## config.mk

```make
export PLATFORM = sky130hd
export DESIGN_NAME = rtcp_compound_splitter_top
export DESIGN_NICKNAME = d
export VERILOG_FILES = /design/src/rcs_pkg.sv /design/src/rcs_core.sv /design/src/rcs_out_fifo.sv /design/src/rtcp_compound_splitter_top.sv
export SDC_FILE = /design/constraint.sdc
export NUM_CORES = 1
export LEC_CHECK = 0
export ABC_CLOCK_PERIOD_IN_PS = 4500
export BUFFER_PORTS_ARGS = -buffer_cell sky130_fd_sc_hd__buf_2
export CAP_MARGIN = 30
export CORE_ASPECT_RATIO = 1.75
export CORE_MARGIN = 3
export CORE_UTILIZATION = 30
export CTS_CLUSTER_DIAMETER = 150
export DETAILED_ROUTE_END_ITERATION = 16
export SLEW_MARGIN = 0
export SYNTH_ARGS = -nofsm -noshare
export SYNTH_HDL_FRONTEND = slang
export SYNTH_SLANG_ARGS = --single-unit
```

## constraint.sdc

```tcl
create_clock -name clk_i -period 4.5 [get_ports clk_i]
set_clock_uncertainty 0.1 [all_clocks]
set_input_delay 0.9 -clock clk_i [delete_from_list [all_inputs] [get_ports clk_i]]
set_output_delay 0.9 -clock clk_i [all_outputs]
set_load 0.02 [all_outputs]
```

## src/rcs_pkg.sv

```systemverilog
`timescale 1ns / 1ps
// ----------------------------------------------------------------------------
// rcs_pkg
// Shared types and constants for the RTCP compound packet splitter.
// ----------------------------------------------------------------------------
package rcs_pkg;

  localparam int unsigned HdrBytes   = 4;
  localparam int unsigned PadBit     = 5;
  localparam int unsigned MaxResults = 4;
  localparam int unsigned ResDepth   = 8;
  localparam int unsigned SizeMinW   = 19;

  localparam int unsigned CfgIdxW = 2;

  localparam logic [CfgIdxW-1:0] CFG_TYPE_MIN   = 2'd0;
  localparam logic [CfgIdxW-1:0] CFG_TYPE_MAX   = 2'd1;
  localparam logic [CfgIdxW-1:0] CFG_WHOLE_MODE = 2'd2;

  localparam logic [7:0] TypeMinReset = 8'd200;
  localparam logic [7:0] TypeMaxReset = 8'd204;

  typedef struct packed {
    logic [7:0]  in_byte;
    logic        datagram_first;
    logic        datagram_last;
    logic [11:0] datagram_length;
  } in_item_t;

  typedef struct packed {
    logic [7:0] out_byte;
    logic       packet_start;
    logic       packet_end;
    logic       run_last;
  } out_item_t;

  typedef struct packed {
    logic [7:0] type_min;
    logic [7:0] type_max;
    logic       whole_datagram_mode;
  } cfg_t;

  typedef struct packed {
    logic [2:0] count;
  } push_t;

endpackage

```

## src/rcs_core.sv

```systemverilog
`timescale 1ns / 1ps
// ----------------------------------------------------------------------------
// rcs_core
// Per-byte datagram tracking, header hold and check; emits up to four
// results for each accepted byte.
// ----------------------------------------------------------------------------
module rcs_core #(
  parameter int unsigned MAX_DATAGRAM = 2048
) (
  input  logic                                      clk_i,
  input  logic                                      rst_ni,
  input  rcs_pkg::cfg_t                             cfg_i,
  input  logic                                      in_fire_i,
  input  rcs_pkg::in_item_t                         in_data_i,
  output rcs_pkg::push_t                            push_o,
  output rcs_pkg::out_item_t [rcs_pkg::MaxResults-1:0] res_o
);
  import rcs_pkg::*;

  localparam int unsigned CW  = $clog2(MAX_DATAGRAM + 1);
  localparam int unsigned LW  = (CW > 12) ? CW : 12;
  localparam int unsigned SZW = (CW + 2 > SizeMinW) ? CW + 2 : SizeMinW;

  logic [7:0]    hold_q [3];
  logic [7:0]    hold_d [3];
  logic [1:0]    hcnt_q, hcnt_d;
  logic [CW-1:0] dg_left_q, dg_left_d;
  logic [CW-1:0] pkt_left_q, pkt_left_d;
  logic          first_q, first_d;
  logic          disc_q, disc_d;

  logic [CW-1:0]  dg_cur;
  logic [15:0]    len_word;
  logic [SZW-1:0] pkt_size;
  logic [SZW-1:0] avail;
  logic           hdr_ok;

  assign len_word = {hold_q[2], in_data_i.in_byte};
  assign pkt_size = (SZW'(len_word) + SZW'(1)) << 2;

  always_comb begin
    hold_d     = hold_q;
    hcnt_d     = hcnt_q;
    dg_left_d  = dg_left_q;
    pkt_left_d = pkt_left_q;
    first_d    = first_q;
    disc_d     = disc_q;
    dg_cur     = '0;
    avail      = '0;
    hdr_ok     = 1'b0;
    push_o     = '0;
    res_o      = '0;

    if (in_data_i.datagram_first) begin
      if (LW'(in_data_i.datagram_length) > LW'(MAX_DATAGRAM)) begin
        dg_left_d = CW'(MAX_DATAGRAM);
      end else begin
        dg_left_d = CW'(in_data_i.datagram_length);
      end
      pkt_left_d = '0;
      hcnt_d     = '0;
      first_d    = 1'b1;
      disc_d     = 1'b0;
    end

    if (!disc_d && dg_left_d != '0) begin
      dg_cur    = dg_left_d;
      dg_left_d = dg_cur - CW'(1);
      avail     = SZW'(dg_cur) + SZW'(HdrBytes - 1);

      if (cfg_i.whole_datagram_mode) begin
        res_o[0].out_byte     = in_data_i.in_byte;
        res_o[0].packet_start = first_d;
        res_o[0].packet_end   = (dg_cur == CW'(1)) || in_data_i.datagram_last;
        res_o[0].run_last     = 1'b1;
        push_o.count          = 3'd1;
        first_d               = 1'b0;
      end else if (pkt_left_d != '0) begin
        res_o[0].out_byte     = in_data_i.in_byte;
        res_o[0].packet_start = 1'b0;
        res_o[0].packet_end   = (pkt_left_d == CW'(1)) || in_data_i.datagram_last;
        res_o[0].run_last     = 1'b1;
        push_o.count          = 3'd1;
        pkt_left_d            = pkt_left_d - CW'(1);
      end else if (hcnt_d == 2'd0 && dg_cur < CW'(HdrBytes)) begin
        disc_d = 1'b1;
      end else if (hcnt_d != 2'd3) begin
        hold_d[hcnt_d] = in_data_i.in_byte;
        hcnt_d         = hcnt_d + 2'd1;
      end else begin
        hdr_ok = (hold_q[1] >= cfg_i.type_min) && (hold_q[1] <= cfg_i.type_max)
                 && !(first_d && hold_q[0][PadBit])
                 && !(pkt_size > avail);
        hcnt_d  = '0;
        first_d = 1'b0;
        if (hdr_ok) begin
          res_o[0] = '{out_byte: hold_q[0], packet_start: 1'b1,
                       packet_end: 1'b0, run_last: 1'b0};
          res_o[1] = '{out_byte: hold_q[1], packet_start: 1'b0,
                       packet_end: 1'b0, run_last: 1'b0};
          res_o[2] = '{out_byte: hold_q[2], packet_start: 1'b0,
                       packet_end: 1'b0, run_last: 1'b0};
          res_o[3] = '{out_byte: in_data_i.in_byte, packet_start: 1'b0,
                       packet_end: (len_word == 16'd0), run_last: 1'b1};
          push_o.count = 3'(MaxResults);
          pkt_left_d   = CW'(SZW'(len_word) << 2);
        end else begin
          disc_d = 1'b1;
        end
      end
    end

    if (in_data_i.datagram_last) begin
      dg_left_d  = '0;
      pkt_left_d = '0;
      hcnt_d     = '0;
      disc_d     = 1'b0;
    end

    if (!in_fire_i) begin
      push_o = '0;
    end
  end

  always_ff @(posedge clk_i) begin
    if (in_fire_i) begin
      hold_q <= hold_d;
    end
  end

  always_ff @(posedge clk_i or negedge rst_ni) begin
    if (!rst_ni) begin
      hcnt_q     <= '0;
      dg_left_q  <= '0;
      pkt_left_q <= '0;
      first_q    <= 1'b1;
      disc_q     <= 1'b0;
    end else if (in_fire_i) begin
      hcnt_q     <= hcnt_d;
      dg_left_q  <= dg_left_d;
      pkt_left_q <= pkt_left_d;
      first_q    <= first_d;
      disc_q     <= disc_d;
    end
  end

endmodule

```

## src/rcs_out_fifo.sv

```systemverilog
`timescale 1ns / 1ps
// ----------------------------------------------------------------------------
// rcs_out_fifo
// Result queue: takes a burst of up to four results per cycle, drains one when the output is ready.
// ----------------------------------------------------------------------------
module rcs_out_fifo (
  input  logic                                         clk_i,
  input  logic                                         rst_ni,
  input  rcs_pkg::push_t                               push_i,
  input  rcs_pkg::out_item_t [rcs_pkg::MaxResults-1:0] res_i,
  output logic                                         out_valid_o,
  input  logic                                         out_ready_i,
  output rcs_pkg::out_item_t                           out_data_o,
  output logic [$clog2(rcs_pkg::ResDepth+1)-1:0]       count_o
);
  import rcs_pkg::*;

  localparam int unsigned PW = $clog2(ResDepth);
  localparam int unsigned NW = $clog2(ResDepth + 1);

  out_item_t   mem_q [ResDepth];
  logic [PW-1:0] wr_ptr_q, wr_ptr_d;
  logic [PW-1:0] rd_ptr_q, rd_ptr_d;
  logic [NW-1:0] cnt_q, cnt_d;
  logic          pop;

  assign pop         = out_valid_o && out_ready_i;
  assign out_valid_o = (cnt_q != '0);
  assign out_data_o  = mem_q[rd_ptr_q];
  assign count_o     = cnt_q;

  always_comb begin
    wr_ptr_d = wr_ptr_q + PW'(push_i.count);
    rd_ptr_d = rd_ptr_q + PW'(pop);
    cnt_d    = cnt_q + NW'(push_i.count) - NW'(pop);
  end

  always_ff @(posedge clk_i) begin
    for (int k = 0; k < MaxResults; k++) begin
      if (3'(k) < push_i.count) begin
        mem_q[wr_ptr_q + PW'(k)] <= res_i[k];
      end
    end
  end

  always_ff @(posedge clk_i or negedge rst_ni) begin
    if (!rst_ni) begin
      wr_ptr_q <= '0;
      rd_ptr_q <= '0;
      cnt_q    <= '0;
    end else begin
      wr_ptr_q <= wr_ptr_d;
      rd_ptr_q <= rd_ptr_d;
      cnt_q    <= cnt_d;
    end
  end

endmodule

```

## src/rtcp_compound_splitter_top.sv

```systemverilog
`timescale 1ns / 1ps
// ----------------------------------------------------------------------------
// rtcp_compound_splitter_top
// Splits byte-serial UDP datagrams into RTCP packets.
// ----------------------------------------------------------------------------
// Takes one datagram byte per cycle. Each byte is processed in the cycle it
// is accepted and its results (none, one, or a four-byte header burst) are
// written into an eight-entry result queue that drains one result per
// cycle while the output is ready. Input ready is high while the queue has
// room for a full burst, so with the output ready the sustained rate is one
// byte per clock; the extra output work of each header burst is covered by
// the three silent header bytes before it. Configuration is taken at any
// time with no wait state and should be written only between datagrams.
module rtcp_compound_splitter_top #(
  parameter int unsigned MAX_DATAGRAM = 2048
) (
  input  logic                            clk_i,
  input  logic                            rst_ni,
  input  logic                            in_valid_i,
  output logic                            in_ready_o,
  input  rcs_pkg::in_item_t               in_data_i,
  output logic                            out_valid_o,
  input  logic                            out_ready_i,
  output rcs_pkg::out_item_t              out_data_o,
  input  logic                            cfg_valid_i,
  output logic                            cfg_ready_o,
  input  logic [rcs_pkg::CfgIdxW-1:0]     cfg_index_i,
  input  logic [7:0]                      cfg_data_i
);
  import rcs_pkg::*;

  localparam int unsigned NW = $clog2(ResDepth + 1);

  cfg_t                       cfg_q;
  logic                       in_fire;
  push_t                      push;
  out_item_t [MaxResults-1:0] res;
  logic [NW-1:0]              fifo_cnt;

  assign cfg_ready_o = 1'b1;
  assign in_ready_o  = (fifo_cnt <= NW'(ResDepth - MaxResults));
  assign in_fire     = in_valid_i && in_ready_o;

  always_ff @(posedge clk_i or negedge rst_ni) begin
    if (!rst_ni) begin
      cfg_q.type_min            <= TypeMinReset;
      cfg_q.type_max            <= TypeMaxReset;
      cfg_q.whole_datagram_mode <= 1'b0;
    end else if (cfg_valid_i) begin
      unique case (cfg_index_i)
        CFG_TYPE_MIN:   cfg_q.type_min            <= cfg_data_i;
        CFG_TYPE_MAX:   cfg_q.type_max            <= cfg_data_i;
        CFG_WHOLE_MODE: cfg_q.whole_datagram_mode <= cfg_data_i[0];
        default: ;
      endcase
    end
  end

  rcs_core #(
    .MAX_DATAGRAM(MAX_DATAGRAM)
  ) u_core (
    .clk_i     (clk_i),
    .rst_ni    (rst_ni),
    .cfg_i     (cfg_q),
    .in_fire_i (in_fire),
    .in_data_i (in_data_i),
    .push_o    (push),
    .res_o     (res)
  );

  rcs_out_fifo u_fifo (
    .clk_i       (clk_i),
    .rst_ni      (rst_ni),
    .push_i      (push),
    .res_i       (res),
    .out_valid_o (out_valid_o),
    .out_ready_i (out_ready_i),
    .out_data_o  (out_data_o),
    .count_o     (fifo_cnt)
  );

  a_fifo_bound: assert property (@(posedge clk_i) disable iff (!rst_ni)
    fifo_cnt <= NW'(ResDepth))
    else $error("result queue overflow");

  a_push_sizes: assert property (@(posedge clk_i) disable iff (!rst_ni)
    push.count == 3'd0 || push.count == 3'd1 || push.count == 3'(MaxResults))
    else $error("bad result count");

  a_burst_marks: assert property (@(posedge clk_i) disable iff (!rst_ni)
    push.count == 3'(MaxResults) |-> res[0].packet_start && res[3].run_last
                                     && !res[0].run_last)
    else $error("header burst marks wrong");

  a_push_needs_fire: assert property (@(posedge clk_i) disable iff (!rst_ni)
    push.count != 3'd0 |-> in_fire)
    else $error("results without an accepted byte");

  a_valid_drop: assert property (@(posedge clk_i) disable iff (!rst_ni)
    $fell(out_valid_o) |-> $past(out_ready_i))
    else $error("result withdrawn without a transaction");

endmodule
```

### Yosys cells after proc, flatten, opt, wreduce, memory -nomap -nowiden

Memories as Yosys holds them, arrays and structs flattened.
Cells that the tools add are included.

| word-level totals | value |
|---|---|
| bits in registers | 79 |
| memory bits (writable) | 88 |
| memories kept | 1 |

Memories:

| name | depth | bits a word | rd ports | clocked after Yosys merged registers in | write ports | RTL line | source |
|---|---|---|---|---|---|---|---|
| u_fifo.mem_q | 8 | 11 | 1 | 0 | 4 | rcs_out_fifo.sv:21 | `out_item_t mem_q [ResDepth];` |

| cells by class | value |
|---|---|
| $add $sub $neg | 12 |
| order comparisons | 12 |
| equal/unequal tests | 5 |
| muxes and demuxes | 59 |
| bitwise gates (word level) | 4 |
| reduce and logical (&&, ||, !) cells | 24 |

Operator list:

| cell | count |
|---|---|
| two-way mux 44 bit | 4 |
| two-way mux 12 bit | 12 |
| two-way mux 33 bit | 2 |
| bitwise mux 24 bit | 1 |
| equality test 12 x 1 -> 1 bit (second input constant) | 2 |
| nonzero test 12 bit | 2 |
| subtractor 12 x 1 -> 12 bit (second input constant) | 2 |
| two-way mux 1 bit | 22 |
| two-way mux 11 bit | 2 |
| two-way mux 3 bit | 7 |
| > comparator 19 bit | 1 |
| adder 16 x 1 -> 17 bit (second input constant) | 1 |
| demux 8 bit (select 2 bit) | 1 |
| zero test 16 bit | 1 |
| two-way mux 2 bit | 7 |
| adder 12 x 2 -> 13 bit (second input constant) | 1 |
| > comparator 12 bit (second input constant) | 1 |
| less-than comparator 12 x 3 -> 1 bit (second input constant) | 1 |
| logical AND 1 bit | 9 |
| greater-or-equal comparator 8 bit | 1 |
| <= comparator 8 bit | 1 |
| two-way mux 8 bit | 1 |
| adder 3 x 2 -> 3 bit (second input constant) | 2 |
| less-than comparator 1 x 3 -> 1 bit (first input constant) | 2 |
| 21 further kinds | 30 |

### Depth between registers and ports, before layout

Gate-level depths: netlist of the first run.

| depth | value |
|---|---|
| depth after elaboration | 17 |
| depth in mapped cells | 23 |
| gate-level depth less buffers | 20 |

### Hierarchy

From an unflattened synthesis of the first run, not the netlist that was laid out.

| unflattened totals | value |
|---|---|
| cell total of the unflattened synthesis | 1,204 |
| area, all modules | 12,031.5 µm² |

Modules (own cells, without submodules):

| module | instances | cells each | area each (µm²) | sequential area each (µm²) |
|---|---|---|---|---|
| rcs_out_fifo | 1 | 620 | 6,623.9 | 2,892.8 |
| rcs_core | 1 | 542 | 4,714.5 | 1,422.6 |
| rtcp_compound_splitter_top | 1 | 42 | 693.2 | 434.2 |

### Least setup slack after synthesis of the first run

No wires, ideal clock.

| timing path | value |
|---|---|
| path type | input -> register |
| from | input port in_data_i[13] (netlist name) |
| to | memory u_fifo.mem_q[0][0] (netlist name), enable pin |
| arrival | 5.095 ns |
| data required time | 4.017 ns |
| slack | -1.078 ns |
| stages on the path | 18 |
| buffers on the path | 3 |
| path through | nor2b_1 > buf_2 > a22oi_1 > or4_1 > or3_1 > nor2_1 > xor2_1 > ha_1 > a21o_1 > a21o_1 > a211o_1 > o31ai_1 > and2_1 > and3_1 > inv_2 > buf_4 > buf_4 > o221ai_1 |

RTL lines:

| item | RTL line | source |
|---|---|---|
| start, declared | rtcp_compound_splitter_top.sv:21 | `input rcs_pkg::in_item_t in_data_i,` |
| end, declared | rcs_out_fifo.sv:21 |  |

==> results of run 1 <==
==> area by class of cell <==
type | count | area share, %
multi-input cells | 794 | 45.4
flip-flops and latches | 167 | 29.3
repair buffers | 309 | 16.8
well taps | 465 | 3.65
clock buffers | 17 | 2.67
clock inverters | 15 | 1.15
inverters | 43 | 1.09
==> per-stage QoR <==
stage	cell area [um^2]	hold slack, ns	TNS (ns)
2_1_floorplan	11300	0.338	-76.47
3_3_place_gp	13500	0.357	-152.31
3_5_place_dp	13500	0.365	-161.97
4_1_cts	15500	0.381	-31.64
5_1_grt	16000	0.411	-61.55
6_report	16000	0.378	-43.78
==> cells by family after synthesis <==
| logic type | Yosys count |
|---|---|
| AOI/OAI and AO/OA | 281 |
| DFF | 167 |
| xor gates and xnor gates | 41 |
| adders and majority gates | 50 |
| muxes | 54 |
| buffers and inverters | 102 |
| other | 1 |
| and+or+nand+nor | 361 |
==> power by group <==
group	switching, mW	internal [mW]
registers	0.257	1.87
logic	2.23	1.37
clock network	0.704	0.842
total	3.19	4.08
==> registers in the layout, indices dropped and copies added (netlist names) <==
register,count
u_fifo.mem_q,88
u_core.hold_q,24
cfg_q,17
u_core.dg_left_q,12
u_core.pkt_left_q,12
u_fifo.count_o,4
u_fifo.rd_ptr_q,3
u_fifo.wr_ptr_q,3
u_core.hcnt_q,2
u_core.disc_q,1
u_core.first_q,1
==> placed cells by master (no fill, tap or decap), types with 9 or more instances in the layout <==
master,Yosys,routed
ha_1,49,47
buf_12,0,15
or3_4,0,11
nand3_1,38,26
nand3_4,0,10
a21o_1,10,10
a221o_1,10,10
a21oi_1,30,24
mux4_2,22,22
nand2b_1,13,11
buf_6,4,51
clkbuf_16,0,17
nand2_1,117,93
o21ai_1,10,10
buf_4,4,187
mux2i_1,10,10
mux2_2,22,22
nand2_8,0,9
o21ai_0,50,34
nand4_1,12,12
a22o_1,18,14
edfxtp_1,104,104
a22oi_2,0,11
nor2_1,71,58
dfrtp_1,47,47
o22ai_2,0,12
inv_1,40,39
buf_2,15,47
xor2_1,19,19
o221ai_2,0,23
xnor2_1,22,22
nor2_4,0,9
o21ai_2,0,13
a22oi_1,25,14
nand2_4,0,9
==> final timing paths <==
| check | slack (ns) | start | end | cells after the start |
|---|---|---|---|---|
| worst max-delay path | -0.38 | in_data_i[13] | u_fifo.mem_q[6][3] | 19 |
| worst min-delay path | 0.38 | u_core.hcnt_q[1] | u_core.hcnt_q[1] | 2 |
| worst max register to register | -0.12 | u_core.dg_left_q[4] | u_fifo.mem_q[6][3] | 17 |
| worst min register to register | 0.38 | u_core.hcnt_q[1] | u_core.hcnt_q[1] | 2 |
| max in group asynchronous | 3.04 | rst_ni | u_fifo.wr_ptr_q[2] | 2 |
| min in group asynchronous | 0.40 | rst_ni | u_core.dg_left_q[4] | 1 |
==> worst register-to-register path, cell delays in order (launching register included) <==
cell and delay [ns]:
dfrtp_1 0.45, a22oi_2 0.12, or4_4 0.55, or3_4 0.44, nor2_4 0.10, xor2_1 0.16, ha_1 0.26, a21o_1 0.16
a21o_1 0.17, a211o_1 0.28, o31ai_4 0.24, and2_4 0.21, and3_4 0.23, clkinv_8 0.10, buf_8 0.15, or3_4 0.41
o221ai_2 0.16, o221a_1 0.20
==> metal layers <==
layer | wire length [um] | part of all wire (%) | vias up | global-route usage [%]
li1 | - | - | 4667 | -
met1 | 14500 | 32 | 5138 | 23.0
met2 | 24600 | 54 | 491 | 44.2
met3 | 2170 | 4.7 | 212 | 3.44
met4 | 4610 | 10 | 0 | 20.2
met5 | 0 | 0 | - | 0
==> timing repair <==
action,CTS,global route
cloned,7,1
gates resized for setup,227,71
endpoints found under the setup margin,180,183
setup buffers,39,14
pin swaps,80,35
==> summary.md, run 1 <==
| Metric | Value |
|---|---|
| GRT overflow | 0 |
| Post-route non-filler standard cell count | roughly 1800 |
| Clock root cell | clkbuf_16 |
| Skew-Pair Late Insertion Delay | 0.46 ns |
| Synth Area in Adders | approximately 5.9% |
| Worst Tran Pin Value | 0.776 ns |
| Placed cell count | 1724 |
| Pwr dens | between 400 and 500 mW/mm^2 |
| Worst slew margin | around half |
| Count leader, synth | nand2_1 |
| Syn_nets | between 1000 and 1500 |
| Die ar. | 0.0385 mm^2 |
| Cell taking the most area after synthesis | edfxtp_1 |
| Reg area | ~0.0047 mm^2 |
| Minimum clock period after layout | slightly below 5 ns |
| DRC errors left | 0 |
| Clk slew on worst S/H paths | ~0.07 ns |
| Starting DRC count in detailed routing | about 700 |
| Area of the multi-input gates | between 0.007 and 0.008 mm^2 |
| Worst path slowest cell | or4_4 |
| Routed len/inst | roughly 25 um |
| Setup ws final | -0.378 ns |
| Final setup viols | 178 |
| Placer's final routability congestion estimate | ~0.98 |
| Final Total Pwr | between 7 and 8 mW |
| Synth Area in Simple Gates | 17.1% |
| Avg Cell Area, Syn | about 10 um^2 |
| Clock Path Buffers | 2 |
| Synth top area share | approximately 29% |
| Max Cap Viol | 0 |
| Yosys cell types | 79 |
| CTS buffer count | 17 |
| Post-synthesis compound-gate area fraction | about a fifth |
| # IOs | just over 50 |
| FP Rows | between 90 and 100 |
| Layout cells sized above 1 | 45.7% |
| CP max stage delay | 0.55 ns |
| Post-Synth XOR/XNOR Area | 3.32% |
| Sink Count | 167 |
| Initial antenna violation count | 0 |
| Core Footprint | between 0.03 and 0.04 mm^2 |
| CP Launch Type | input pin |
| WS Path Type | input pin to flip-flop |
| Fin nets | ~1400 |
| Yosys warns | 0 |
| Req. time, crit path | ~4.7 ns |
| FF+latch count, synth | 167 |
| Fin util | a little under half |
| Pin count of the biggest net entering global routing | 30 |
| Filler cells | ~3200 |
| Dpl ws | -1.03 ns |
| Final Max Slew Viols | 0 |
| Die Ht | between 200 and 300 um |
| Post-Synthesis Cells | between 1000 and 1500 |
| Synth top area cells | edfxtp_1 (29%), dfrtp_1 (11%), ha_1 (5.7%) |
| Critical path's top delay family | simple AND/OR/NAND/NOR gates |
| Synth top cells by count | nand2_1 (117), edfxtp_1 (104), nor2_1 (71), o21ai_0 (50), ha_1 (49) |
| Final WL | roughly 46000 um |
| First-pass GRT wire length | approximately 70000 um |
| Hpwl dp | between 30000 and 40000 um |
| Vias in the first global route | 11100 |
| Antenna-violating nets left | 0 |
| Cells along the critical path | buf_8 > nor2b_4 > a22oi_2 > or4_4 > or3_4 > nor2_4 > xor2_1 > ha_1 > a21o_1 > a21o_1 > a211o_1 > o31ai_4 > and2_4 > and3_4 > clkinv_8 > buf_8 > or3_4 > o221ai_2 > o221a_1 |
| Via count | approximately 11000 |
| FMAX | around 0.20 GHz |
| EDFF count, synth | roughly 100 |
| RSZ-0062 raised after global routing | true |
| Post-CTS Hold Buffers | 0 |
| CP bufs+invs | 3 |
| Largest family of logic cells by synthesized area | compound AO/OA/AOI/OAI gates |
| Initial Utilization | 30.6% |
| Synthesized area | around 0.011 mm^2 |
| Synth async-reset ratio | roughly a third |
| Gr usage total | 24.0% |
| Worst Path Arrival | between 5 and 6 ns |
| Drt first pass iters | 5 |
| Multiplexer area fraction after synthesis | under 10% |
| Leakage | between 6 and 7 nW |
| Final worst path period share | 108% |
| CP max FO | 7 |
| Violated checks | negative setup slack |
| Ant. Diodes | 0 |
| Peak VDD IR | roughly 330 uV |
| Syn-to-layout area delta | 47.4% |
| Htree depth | 4 |
| Most used DFF post-synth | edfxtp_1 |
| Buffers added on ports | 49 |
| Vias per cell | around 5.8 |
| Die width | 150 um |
| Hold Path Class | flip-flop to flip-flop |
| Status | complete, but fails checks |
| Final Hold Viols | 0 |
| Clock tree from TritonCTS | done |
| Critical Path Sink Type | flip-flop |
| Post-synthesis sequential area ratio | 43.2% |
(Power assumes the default switching activity.)
==> run 2, diff against run 1 <==
--- a/config.mk
+++ b/config.mk
@@ -10,7 +10,7 @@
 export CAP_MARGIN = 30
 export CORE_ASPECT_RATIO = 1.75
 export CORE_MARGIN = 3
-export CORE_UTILIZATION = 30
+export CORE_UTILIZATION = 35
 export CTS_CLUSTER_DIAMETER = 150
 export DETAILED_ROUTE_END_ITERATION = 16
 export SLEW_MARGIN = 0
==> run 2 against run 1 <==
  * The flow still finishes with violations (negative setup slack)
  * Global-route usage up 2.5 points
  * Critical path type unchanged
  * Hold slack worse by 0.0053 ns
  * Critical path depth rose by 2
  * First-iteration DRC count is 14% higher
  * Design area is 6.4% lower
  * Fmax decreased by 0.44%
==> summary.md, run 2 (synthesis gave the netlist of run 1 again) <==
| Metric | Value |
|---|---|
| Die Ht | 239 um |
| Initial antenna violation count | 0 |
| RR Endpoint | u_fifo.count_o[3] |
| Placed Instance Area | 0.0134 mm^2 |
| RSZ-0062 raised after global routing | true |
| Pin count of the biggest net entering global routing | 33 |
| Via count | between 10000 and 15000 |
| Largest Register | u_fifo.mem_q |
| Die width | ~140 um |
| FP Rows | 84 |
| Largest regs | u_fifo.mem_q x88, u_core.hold_q x24, cfg_q x17 |
| Die ar. | around 0.033 mm^2 |
| Vias per cell | ~6.0 |
| Syn-to-layout area delta | 38.0% |
| Reg-to-reg startpoint | u_core.dg_left_q[5] |
| Dpl ws | -0.975 ns |
| Vias in the first global route | 10700 |
| Met1 Wirelength | 14400 um |
| Worst path slowest cell | or4_4 |
| Clock Path Buffers | 2 |
| Req. time, crit path | 4.77 ns |
| Leakage | approximately 5.7 nW |
| Setup total negative slack | -48.19 ns |
| Post-route non-filler standard cell count | between 1500 and 2000 |
| DR WL met3 | about 1800 um |
| Fin util | 49.3% |
| Ant. Diodes | 0 |
| Htree depth | 4 |
| Layout cells sized above 1 | roughly two fifths |
| Core Footprint | between 0.03 and 0.04 mm^2 |
| Post-CTS Hold Buffers | 0 |
| Placer's final routability congestion estimate | approximately 0.99 |
| Violated checks | negative setup slack |
| Drt first pass iters | 5 |
| Pwr dens | 469 mW/mm^2 |
| Routed len/inst | 25.7 um |
| Final Total Pwr | between 6 and 7 mW |
| Setup ws final | -0.400 ns |
| Placed cell count | around 1600 |
| Most frequent cells in the layout | buf_4 (194), nand2_1 (107), edfxtp_1 (104), nor2_1 (57) |
| Final Cell Area | 0.0149 mm^2 |
| Hpwl dp | between 30000 and 40000 um |
| Buffers added on ports | between 40 and 50 |
| Sink Count | around 170 |
| Clock root cell | clkbuf_16 |
| Peak VDD IR | approximately 250 uV |
| Worst Tran Pin Value | approximately 1.0 ns |
| # IOs | slightly above 50 |
| First-pass GRT wire length | roughly 66000 um |
| WHS | 0.373 ns |
| Clock tree from TritonCTS | done |
| GRT overflow | 0 |
| Fin nets | 1400 |
| Final worst path period share | 109% |
| Max Cap Viol | 0 |
| WS Path Type | input pin to flip-flop |
| Final setup viols | 179 |
| Met2 Wirelength | around 24000 um |
| CP max stage delay | 0.54 ns |
| Cells along the critical path | buf_8 > nor2b_4 > a22oi_2 > or4_4 > or3_4 > nor2_4 > xor2_1 > ha_1 > a21o_1 > a21o_1 > a211o_1 > o31ai_4 > and2_4 > and3_4 > inv_8 > buf_6 > ha_4 > inv_2 > ha_4 > a21oi_2 > xnor2_1 |
| Status | complete, but fails checks |
| Clk slew on worst S/H paths | 0.07 ns |
| Initial Utilization | between 30% and 40% |
| Final Max Slew Viols | 0 |
| Final WL | about 44000 um |
| Gr usage total | 26.5% |
| Max reg flops | 88 |
| R2R Setup Slk | -0.10 ns |
| FMAX | between 0.2 and 0.25 GHz |
| Worst Path Arrival | 5.17 ns |
| Worst slew margin | approximately a third |
| CP Launch Type | input pin |
| Commonest non-fill, non-tap cell in the layout | buf_4 |
| Critical path's top delay family | simple AND/OR/NAND/NOR gates |
| CP bufs+invs | 4 |
| CP max FO | 6 |
| Antenna-violating nets left | 0 |
| Reg2reg path depth | 19 |
| Max Used Layer | met4 |
| Starting DRC count in detailed routing | between 800 and 900 |
| Final Hold Viols | 0 |
| DRC errors left | 0 |
| Levels on crit path | 21 |
| Skew-Pair Late Insertion Delay | 0.45 ns |
| CTS buffer count | 17 |
| Critical Path Sink Type | flip-flop |
| Minimum clock period after layout | 4.90 ns |
| Hold Path Class | input pin to asynchronous set/reset pin |
run 2: cell count changes in the layout (fill, tap and decap cells not counted), sizes merged:
cell      previous run  this run
clkinvlp             1         2
o221ai              29        28
clkinv               5         3
inv                 50        51
or4                  7         8
clkbuf              17        18
buf                309       290
nand2              119       118
run 2: worst register-to-register path, cell delays in order (launching register included):
cell and delay, ns:
dfrtp_1 0.44, a22oi_2 0.12, or4_4 0.53, or3_4 0.41, nor2_4 0.09, xor2_1 0.16
ha_1 0.28, a21o_1 0.19, a21o_1 0.15, a211o_1 0.29, o31ai_4 0.31, and2_4 0.23
and3_4 0.26, inv_8 0.07, buf_6 0.13, ha_4 0.25, inv_2 0.04, ha_4 0.23
a21oi_2 0.14, xnor2_1 0.13
run 2: layer usage:
metal	GRT usage (%)	up-vias
met1	25.6	5078
met3	3.44	167
met4	20.9	0
li1	-	4607
met2	50.1	422
met5	0	-
run 2: worst max-delay path by stage:
stage | start | end | slack, ns
after detailed placement | in_data_i[13] | u_fifo.mem_q[3][6] | -0.98
after global routing | in_data_i[13] | u_fifo.count_o[3] | -0.55
after CTS | in_data_i[13] | u_fifo.count_o[3] | -0.32
after floorplan | in_data_i[13] | u_fifo.count_o[3] | -0.67
final | in_data_i[13] | u_fifo.count_o[3] | -0.40
after global placement | in_data_i[13] | u_fifo.mem_q[1][7] | -0.87
run 2: area by class of cell:
cell class	count	area, um^2
multi-input cells	793	6610
clock inverters	14	164
inverters	43	169
repair inverters	1	6.26
fillers	2837	15300
flip-flops and latches	167	4670
well taps	387	484
repair buffers	290	2390
clock buffers	18	429
run 2: timing repair:
action / 4_1_cts / 5_1_grt
gates cloned: 6 / 0
setup buffers: 22 / 9
pin swaps: 45 / 24
endpoints found under the setup margin: 180 / 183
gates resized for setup: 118 / 23
run 2: report_power, final:
part / leakage (nW) / internal [mW] / switching, mW
Clock: 0.286 / 0.834 / 0.682
Sequential: 1.60 / 1.87 / 0.248
Combinational: 3.85 / 1.31 / 2.05
Total: 5.73 / 4.02 / 2.98
==> run 3, diff against run 2 <==
--- a/config.mk
+++ b/config.mk
@@ -13,7 +13,9 @@
 export CORE_UTILIZATION = 35
 export CTS_CLUSTER_DIAMETER = 150
 export DETAILED_ROUTE_END_ITERATION = 16
+export PLACE_DENSITY = 0.49
 export SLEW_MARGIN = 0
 export SYNTH_ARGS = -nofsm -noshare
 export SYNTH_HDL_FRONTEND = slang
+export SYNTH_HIERARCHICAL = 1
 export SYNTH_SLANG_ARGS = --single-unit
==> run 3 against run 2 <==
  * The run still ends with negative setup slack left
  * Sequential share of layout area is 2.8 points lower
  * Power is 34% higher
  * Register-to-register slack worse by 0.91 ns
  * Via count is 5.4% higher
  * Global-route usage is 1.9 points lower
  * Highest routed layer unchanged
  * Combinational power is 50% higher
  * Critical path type unchanged
  * Sequential cell count stayed put
  * Critical endpoint is now u_fifo/mem_q[1][10]
  * Design area is 12% higher
==> summary.md, run 3 <==
| Metric | Value |
|---|---|
| Status | complete, but fails checks |
| Violated checks | negative setup slack |
| Yosys warns | 6 |
| Avg Cell Area, Syn | 9.99 um^2 |
| DR WL met3 | around 1800 um |
| Cell taking the most area after synthesis | edfxtp_1 |
| # IOs | between 50 and 60 |
| Worst Tran Pin Value | 1.06 ns |
| Ant. Diodes | 0 |
| Die ar. | ~0.037 mm^2 |
| Reg-to-reg startpoint | u_core/dg_left_q[5] |
| RSZ-0062 raised after global routing | true |
| Max reg flops | 88 |
| GRT overflow | 0 |
| Fin nets | 1496 |
| DRC errors left | 0 |
| Largest Register | u_fifo/mem_q |
| Die Ht | between 200 and 300 um |
| WHS | just over 0.3 ns |
| Reg2reg path depth | 20 |
| Gr usage total | between 20% and 30% |
| Vias in the first global route | between 10000 and 15000 |
| Clock root cell | clkbuf_16 |
| Final setup viols | about 190 |
| Fin util | 49.3% |
| Synth top area cells | edfxtp_1 (28%), dfrtp_1 (9.8%), mux2i_1 (5.6%) |
| Hold Path Class | input pin to asynchronous set/reset pin |
| Worst Path Arrival | between 5 and 6 ns |
| FMAX | 0.171 GHz |
| Sink Count | about 170 |
| Initial Utilization | approximately 36% |
| Drt first pass iters | 5 |
| Via count | between 10000 and 15000 |
| Buffers added on ports | between 40 and 50 |
| WS Path Type | input pin to flip-flop |
| Worst path slowest cell | or4b_4 |
| Max Used Layer | met4 |
| Max Cap Viol | 0 |
| Count leader, synth | edfxtp_1 |
| Die width | 146 um |
| Post-synthesis sequential area ratio | ~40% |
| Synth top cells by count | edfxtp_1 (112), a21oi_1 (92), o22ai_1 (86), nand2_1 (83), mux2i_1 (67) |
| Critical Path Sink Type | flip-flop |
| Synth top area share | ~28% |
| CP max stage delay | roughly 0.56 ns |
| RR Endpoint | u_fifo/mem_q[1][10] |
| Pwr dens | ~560 mW/mm^2 |
| Post-Synthesis Cells | approximately 1200 |
| EDFF count, synth | between 100 and 150 |
| Clock Path Buffers | 2 |
| Starting DRC count in detailed routing | slightly above 800 |
| R2R Setup Slk | -1.01 ns |
| Filler cells | approximately 3200 |
| Clk slew on worst S/H paths | about 0.080 ns |
| Initial antenna violation count | 0 |
| Setup ws final | -1.36 ns |
| Cells along the critical path | buf_8 > nor2b_4 > buf_6 > a22oi_2 > or4_4 > or2_4 > or3_4 > buf_6 > or3_4 > ha_4 > and2_4 > and4_4 > o21ai_4 > a2111oi_4 > or4b_4 > nor3_4 > buf_6 > buf_6 > nand2_4 > buf_6 > or3_4 > and2_4 > a21o_1 |
| Antenna-violating nets left | 0 |
| Hpwl dp | 34300 um |
| Skew-Pair Late Insertion Delay | 0.46 ns |
| CTS buffer count | 17 |
| FP Rows | 89 |
| Final WL | 46000 um |
| Final Max Slew Viols | 0 |
| Layout cells sized above 1 | between 40% and 50% |
| Syn-to-layout area delta | 38.9% |
| Commonest non-fill, non-tap cell in the layout | buf_4 |
| Core Footprint | roughly 0.034 mm^2 |
| Final worst path period share | 130% |
| Met1 Wirelength | 15000 um |
| Most frequent cells in the layout | buf_4 (174), edfxtp_1 (112), nand2_1 (77), a21oi_1 (70), mux2i_1 (56) |
| Yosys cell types | 98 |
| Clock tree from TritonCTS | done |
| Vias per cell | a little under 6 |
| Htree depth | 4 |
| FF+latch count, synth | approximately 170 |
| Routed len/inst | 24.5 um |
| Leakage | around 6.7 nW |
| Peak VDD IR | 319 uV |
| CP bufs+invs | 6 |
| Met2 Wirelength | 26000 um |
| Placer's final routability congestion estimate | roughly 0.96 |
| Pin count of the biggest net entering global routing | 37 |
| Synthesized area | about 0.012 mm^2 |
| Req. time, crit path | 4.61 ns |
| Final Hold Viols | 0 |
| First-pass GRT wire length | around 70000 um |
| Worst slew margin | roughly 30% |
| Synth async-reset ratio | between 30% and 40% |
| Most used DFF post-synth | edfxtp_1 |
| CP max FO | 7 |
| Largest regs | u_fifo/mem_q x88, u_core/hold_q x24, cfg_q x17 |
| Worst path most repeated cell | buf_6 |
| Critical path's top delay family | simple AND/OR/NAND/NOR gates |
| Minimum clock period after layout | 5.86 ns |
| CP Launch Type | input pin |
==> run 3: final cells by class <==
class                      instances  area (um^2)  area share, %
timing repair buffer             299         2810           16.8
clock buffer                      20          479           2.87
sequential                       167         4750           28.4
clock inverter                    12          135          0.809
tap                              455          569           3.41
inverter                          59          224           1.34
multi-input combinational        864         7740           46.3
==> run 3: power breakdown <==
group / internal (mW) / total, mW / switching, mW
registers: 2.36 / 2.75 / 0.387
logic: 2.28 / 5.04 / 2.76
clock network: 0.890 / 1.57 / 0.679
total: 5.53 / 9.36 / 3.82
==> run 3: timing repair <==
action	4_1_cts	5_1_grt
pin swaps	21	45
gates resized for setup	78	113
hold buffers	0	0
cloned	9	2
endpoints found under the setup margin	192	190
buffers inserted	13	9
==> run 3: worst max path at each step <==
stage / from / to / slack (ns) / depth (start not counted)
after detailed placement: in_data_i[13] / u_fifo/mem_q[4][9] / -1.99 / 22
after CTS: in_data_i[13] / u_fifo/mem_q[4][6] / -1.41 / 22
after floorplan: in_data_i[13] / u_fifo/mem_q[6][0] / -1.82 / 23
after global placement: in_data_i[13] / u_fifo/mem_q[4][5] / -1.90 / 22
final: in_data_i[13] / u_fifo/mem_q[1][10] / -1.36 / 23
after global routing: in_data_i[13] / u_fifo/mem_q[1][10] / -1.46 / 23
==> run 3: per-stage QoR <==
step | cell area [um^2] | power (mW) | worst slack (ns) | std cells | setup TNS (ns)
4_1_cts | 16000 | 9.10 | -1.41 | 1867 | -242.46
5_1_grt | 16700 | 9.86 | -1.46 | 1876 | -246.31
2_1_floorplan | 12700 | 5.54 | -1.82 | 1215 | -291.29
6_report | 16700 | 9.36 | -1.36 | 1876 | -222.70
3_5_place_dp | 14800 | 7.28 | -1.99 | 1813 | -350.24
3_3_place_gp | 14800 | 7.23 | -1.90 | 1813 | -340.09
==> run 3: kinds of logic after synthesis <==
| logic type | Yosys count | share of synthesized area, % |
|---|---|---|
| flops | 167 | 39.5 |
| xor+xnor | 36 | 2.84 |
| other cells | 2 | 0.0624 |
| compound gates | 325 | 17.7 |
| fa+ha+maj | 52 | 5.51 |
| buf+inv | 187 | 7.11 |
| simple gates | 316 | 14.8 |
| mux | 119 | 12.5 |
==> run 3: layer usage <==
layer,global-route usage [%],up-vias
met1,23.5,5338
met5,0,-
met4,15.7,0
met3,3.79,169
li1,-,4960
met2,48.0,364
